**config.mk**
```make
export PLATFORM = sky130hd
export DESIGN_NAME = fsmff_fit_check
export DESIGN_NICKNAME = d
export VERILOG_FILES = /design/src/hw/rtl/fsmff_pkg.sv /design/src/hw/rtl/fsmff_fit_check.sv
export SDC_FILE = /design/constraint.sdc
export NUM_CORES = 1
export LEC_CHECK = 0
export BUFFER_PORTS_ARGS = -buffer_cell sky130_fd_sc_hd__clkbuf_2
export CAP_MARGIN = 10
export CORE_MARGIN = 3
export CORE_UTILIZATION = 40
export DETAILED_ROUTE_END_ITERATION = 6
export PLACE_DENSITY = 0.72
export RECOVER_POWER = 50
export SETUP_SLACK_MARGIN = 0.2
export SKIP_LAST_GASP = 1
export SYNTH_ARGS = -nofsm -noshare
export SYNTH_HDL_FRONTEND = slang
export SYNTH_SLANG_ARGS = --single-unit
```
**constraint.sdc**
```tcl
create_clock -name vclk -period 7.5
set_clock_uncertainty 0.1 [all_clocks]
set_input_delay 0.75 -clock vclk [all_inputs]
set_output_delay 0.75 -clock vclk [all_outputs]
set_load 0.1 [all_outputs]
```
**src/hw/rtl/fsmff_pkg.sv**
```systemverilog
// Shared types, constants and helpers for the free-space map core.
// No dependencies; imported by every module of the block.
`default_nettype none

package fsmff_pkg;

    localparam int NIB_W             = 4;
    localparam int NIBBLES           = 16;
    localparam int SLOT_W            = 4;
    localparam int WORD_W            = NIB_W * NIBBLES;
    localparam int PAGE_PORT_W       = 13;
    localparam int COUNT_PORT_W      = 14;
    localparam int DEFAULT_MAX_PAGES = 8192;
    localparam int CFG_ADDR_W        = 3;
    localparam int CFG_DATA_W        = 32;

    localparam logic [NIB_W-1:0] FULL_LEVEL_RESET = 4'd15;

    typedef enum logic [1:0] {
        OP_ALLOC = 2'd0,
        OP_SET   = 2'd1,
        OP_READ  = 2'd2,
        OP_INIT  = 2'd3
    } op_t;

    // first-fit outcome for one memory word
    typedef struct packed {
        logic              hit;
        logic [SLOT_W-1:0] slot;
        logic [NIB_W-1:0]  sum;
    } fit_t;

    function automatic logic [WORD_W-1:0] put_nibble(
        input logic [WORD_W-1:0] word,
        input logic [SLOT_W-1:0] slot,
        input logic [NIB_W-1:0]  val
    );
        logic [WORD_W-1:0] w;
        w = word;
        for (int j = 0; j < NIBBLES; j++)
        begin
            if (slot == SLOT_W'(j))
            begin
                w[j*NIB_W +: NIB_W] = val;
            end
        end
        return w;
    endfunction

endpackage

`default_nettype wire

```
**src/hw/rtl/fsmff_fit_check.sv**
```systemverilog
// First-fit search across the sixteen fill levels of one map word.
// Depends on fsmff_pkg (widths, fit_t).
`default_nettype none

module fsmff_fit_check
    import fsmff_pkg::*;
(
    input  logic [WORD_W-1:0]  word,
    input  logic [NIBBLES-1:0] slot_used,
    input  logic [NIB_W-1:0]   req_level,
    input  logic [NIB_W-1:0]   full_level,
    output fit_t               fit
);

    always_comb
    begin
        logic [NIB_W:0] sum;
        fit = '0;
        // walk downward so the lowest fitting slot wins
        for (int j = NIBBLES - 1; j >= 0; j--)
        begin
            sum = {1'b0, word[j*NIB_W +: NIB_W]} + {1'b0, req_level};
            if (slot_used[j] && (sum <= {1'b0, full_level}))
            begin
                fit.hit  = 1'b1;
                fit.slot = SLOT_W'(j);
                fit.sum  = sum[NIB_W-1:0];
            end
        end
    end

endmodule

`default_nettype wire
```
==> flow_summary.toml <==
[pwr]
power_leakage_nw = 2.61
power_switching_uw = 465
pwr-share-seq_pct = 0
clockPowerShare_pct = 0
total_power_uw = 706
p_sw_share_pct = 65.9
power.internal_uw = 241
comb_power_share_pct = 100.0
vdd.ir_drop.worst_v = 0.000281
power_density_nw_per_um2 = 146

[timing]
max_clock_freq_mhz = 160
setup_total_negative_slack_ns = 0
relSlewSlack_pct = 22.0
grt_setup_unrepaired = "no"
worst-slew-pin-transition_ns = 1.18
report.final.hold_viol_count = 0
min_period_ns = 6.26
setup_ws_ns = 1.24
final_max_slew_viol_count = 0
final-setup-viol-count = 0
final.period_utilization_pct = 83.5

[global_route]
largest_net_degree_at_the_start_of_global_routing = 20
grt_remaining_overflow = 0
gr-usage-all-layers_pct = 20.3
antenna_found_initial = 0
first_global_vias = 4356
grt_pass1_wl_um = 19700

[worst_hold_path]
min_from = "slot_used[1]"
timing.hold.worst.class = "input port to output pin"

[floorplanning]
die-area_um2 = 11800
starting_utilization_of_the_core_area_pct = 42.1
die_height_um = 109
placement_rows = 36
floorplan.core_area_um2 = 10000
dieWidth_um = 109
io_pins = 97

[placed_design]
placed_area_um2 = 4840
placement.setup.worst_slack_ns = 1.27
place_congestion = 0.917
post-dp-hpwl_um = 10200
place.port_buffers = 97

[critical_path]
timing.critical_path.to_type = "output pin"
crit_path_max_fanout = 16
critPathArrivalTime_ns = 5.41
setup.worst_path.start = "req_level[0]"
critical_path.startpoint_type = "input port"
cp_data_required_time_ns = 6.65
path_class = "input port to output pin"

[synth]
synthesized_net_count = 739
cell_count_after_synthesis = 507
post-synth-top-area-cell = "ha_1"
yosysWarningCount = 0
count_of_distinct_cell_types_in_the_synthesized_netlist = 65
yosys.area.top_type_share_pct = 38.1
syn_avg_cell_area_um2 = 8.30
synth.cell_area_um2 = 4210
ys_seq_area_share_pct = 0
synth_commonest_cells = "128 x ha_1, 37 x nand2_1, 33 x a21oi_1"
synth.top_cells.by_area = "ha_1 38%, fa_1 7.6%, a21o_1 4.8%"
most_numerous_cell_in_the_yosys_netlist = "ha_1"

[run]
timing.max_cap.violations = 0

[cells_and_area]
layout.filler_cells = 1010
postLayoutCoreUtil_pct = 48.4
regArea_um2 = 0
multiInputGateArea_um2 = 4050
number_of_nets_in_the_layout = 836
final_area_um2 = 4840
area_growth_pct = 15.0
sequential_cell_total = 0
drive_gt1_share_pct = 18.1
final.clkbuf_count = 0
diodes_inserted = 0

[route]
routed_wl_um = 12100
detail_route.wl_per_cell_um = 16.5
post_drt_via_cell_ratio = 5.82
drt_first_iter_violations = 174
route.vias.total = 4279
first_pass_iters = 4
final_antenna_net_count = 0
drc_errors = 0

[cts]
cts_resized = 0
post-cts-setup-buffers = 0
cts_hold_buf = 0

[outcome]
status = "finished clean"
-- stage by stage --
step / cells / hold WS [ns]
detailed placement: 735 / 2.24
global route: 735 / 2.35
floorplan: 507 / 2.10
finish: 735 / 2.26
CTS: 735 / 2.24
global placement: 735 / 2.24
-- layout make-up --
| cell class | instances | area share, % |
|---|---|---|
| repair buffers | 99 | 10.3 |
| well taps | 133 | 3.44 |
| multi-input cells | 471 | 83.8 |
| inverters | 32 | 2.48 |
-- power groups by stage --
stage	clock network [mW]	registers (mW)	logic, mW
floorplan	0	0	0.538
global placement	0	0	0.677
detailed placement	0	0	0.701
CTS	0	0	0.704
global route	0	0	0.775
finish	0	0	0.706
-- layout by cell type, fill, tap and decap left out, types with 3 or more instances in the layout --
cell type and instances:
or2_2 5, a211oi_1 3, clkbuf_2 94, nor2b_1 12, xnor2_1 16, o21ai_1 5
inv_1 32, and3b_1 5, o21a_1 3, a21oi_1 33, fa_1 16, o211ai_1 8
and3_1 4, o22ai_1 7, o211a_1 3, clkbuf_1 3, nand3_1 10, o21ai_0 12
nand2b_1 14, nor3_1 3, xor2_1 14, and4_1 3, nand4_1 16, nor2_1 20
ha_1 128, a221oi_1 13, nand2_1 37, and2_1 3, o221ai_1 4, a31oi_1 7
a21o_1 27
-- layer usage --
layer	wire (um)	vias up	part of all wire, %	global-route usage, %
met5	0	-	0	0
met4	114	0	0.94	3.34
met3	543	12	4.5	1.19
met2	6010	111	50	37.4
met1	5430	2005	45	26.2
li1	-	2151	-	-
-- worst max-delay path, stage by stage --
cell and delay, ns:
clkbuf_2 0.41, ha_1 0.26, inv_1 0.05, fa_1 0.37
nor2b_1 0.19, nor2_1 0.06, ha_1 0.30, and3b_1 0.18
a2111oi_0 0.46, o2111ai_1 0.46, a21boi_2 0.31, o211a_1 0.21
o211a_1 0.13, or4_1 0.54, a31oi_1 0.23, clkbuf_2 0.49
-- path summary, 6_finish.rpt --
check,endpoint,slack [ns],cells after the start
max,fit[3],1.24,16
min,fit[4],2.26,6
-- cells by family (layout without fill, tap and decap cells) --
group,Yosys count,count (layout),share of synthesized area [%]
AND/OR/NAND/NOR,145,145,18.7
AO/OA/AOI/OAI,151,151,25.5
multiplexers,1,1,0.238
XOR/XNOR,30,30,6.25
adder cells (fa/ha/maj),144,144,45.7
buffers and inverters,36,131,3.66
(Power assumes the default switching activity.)
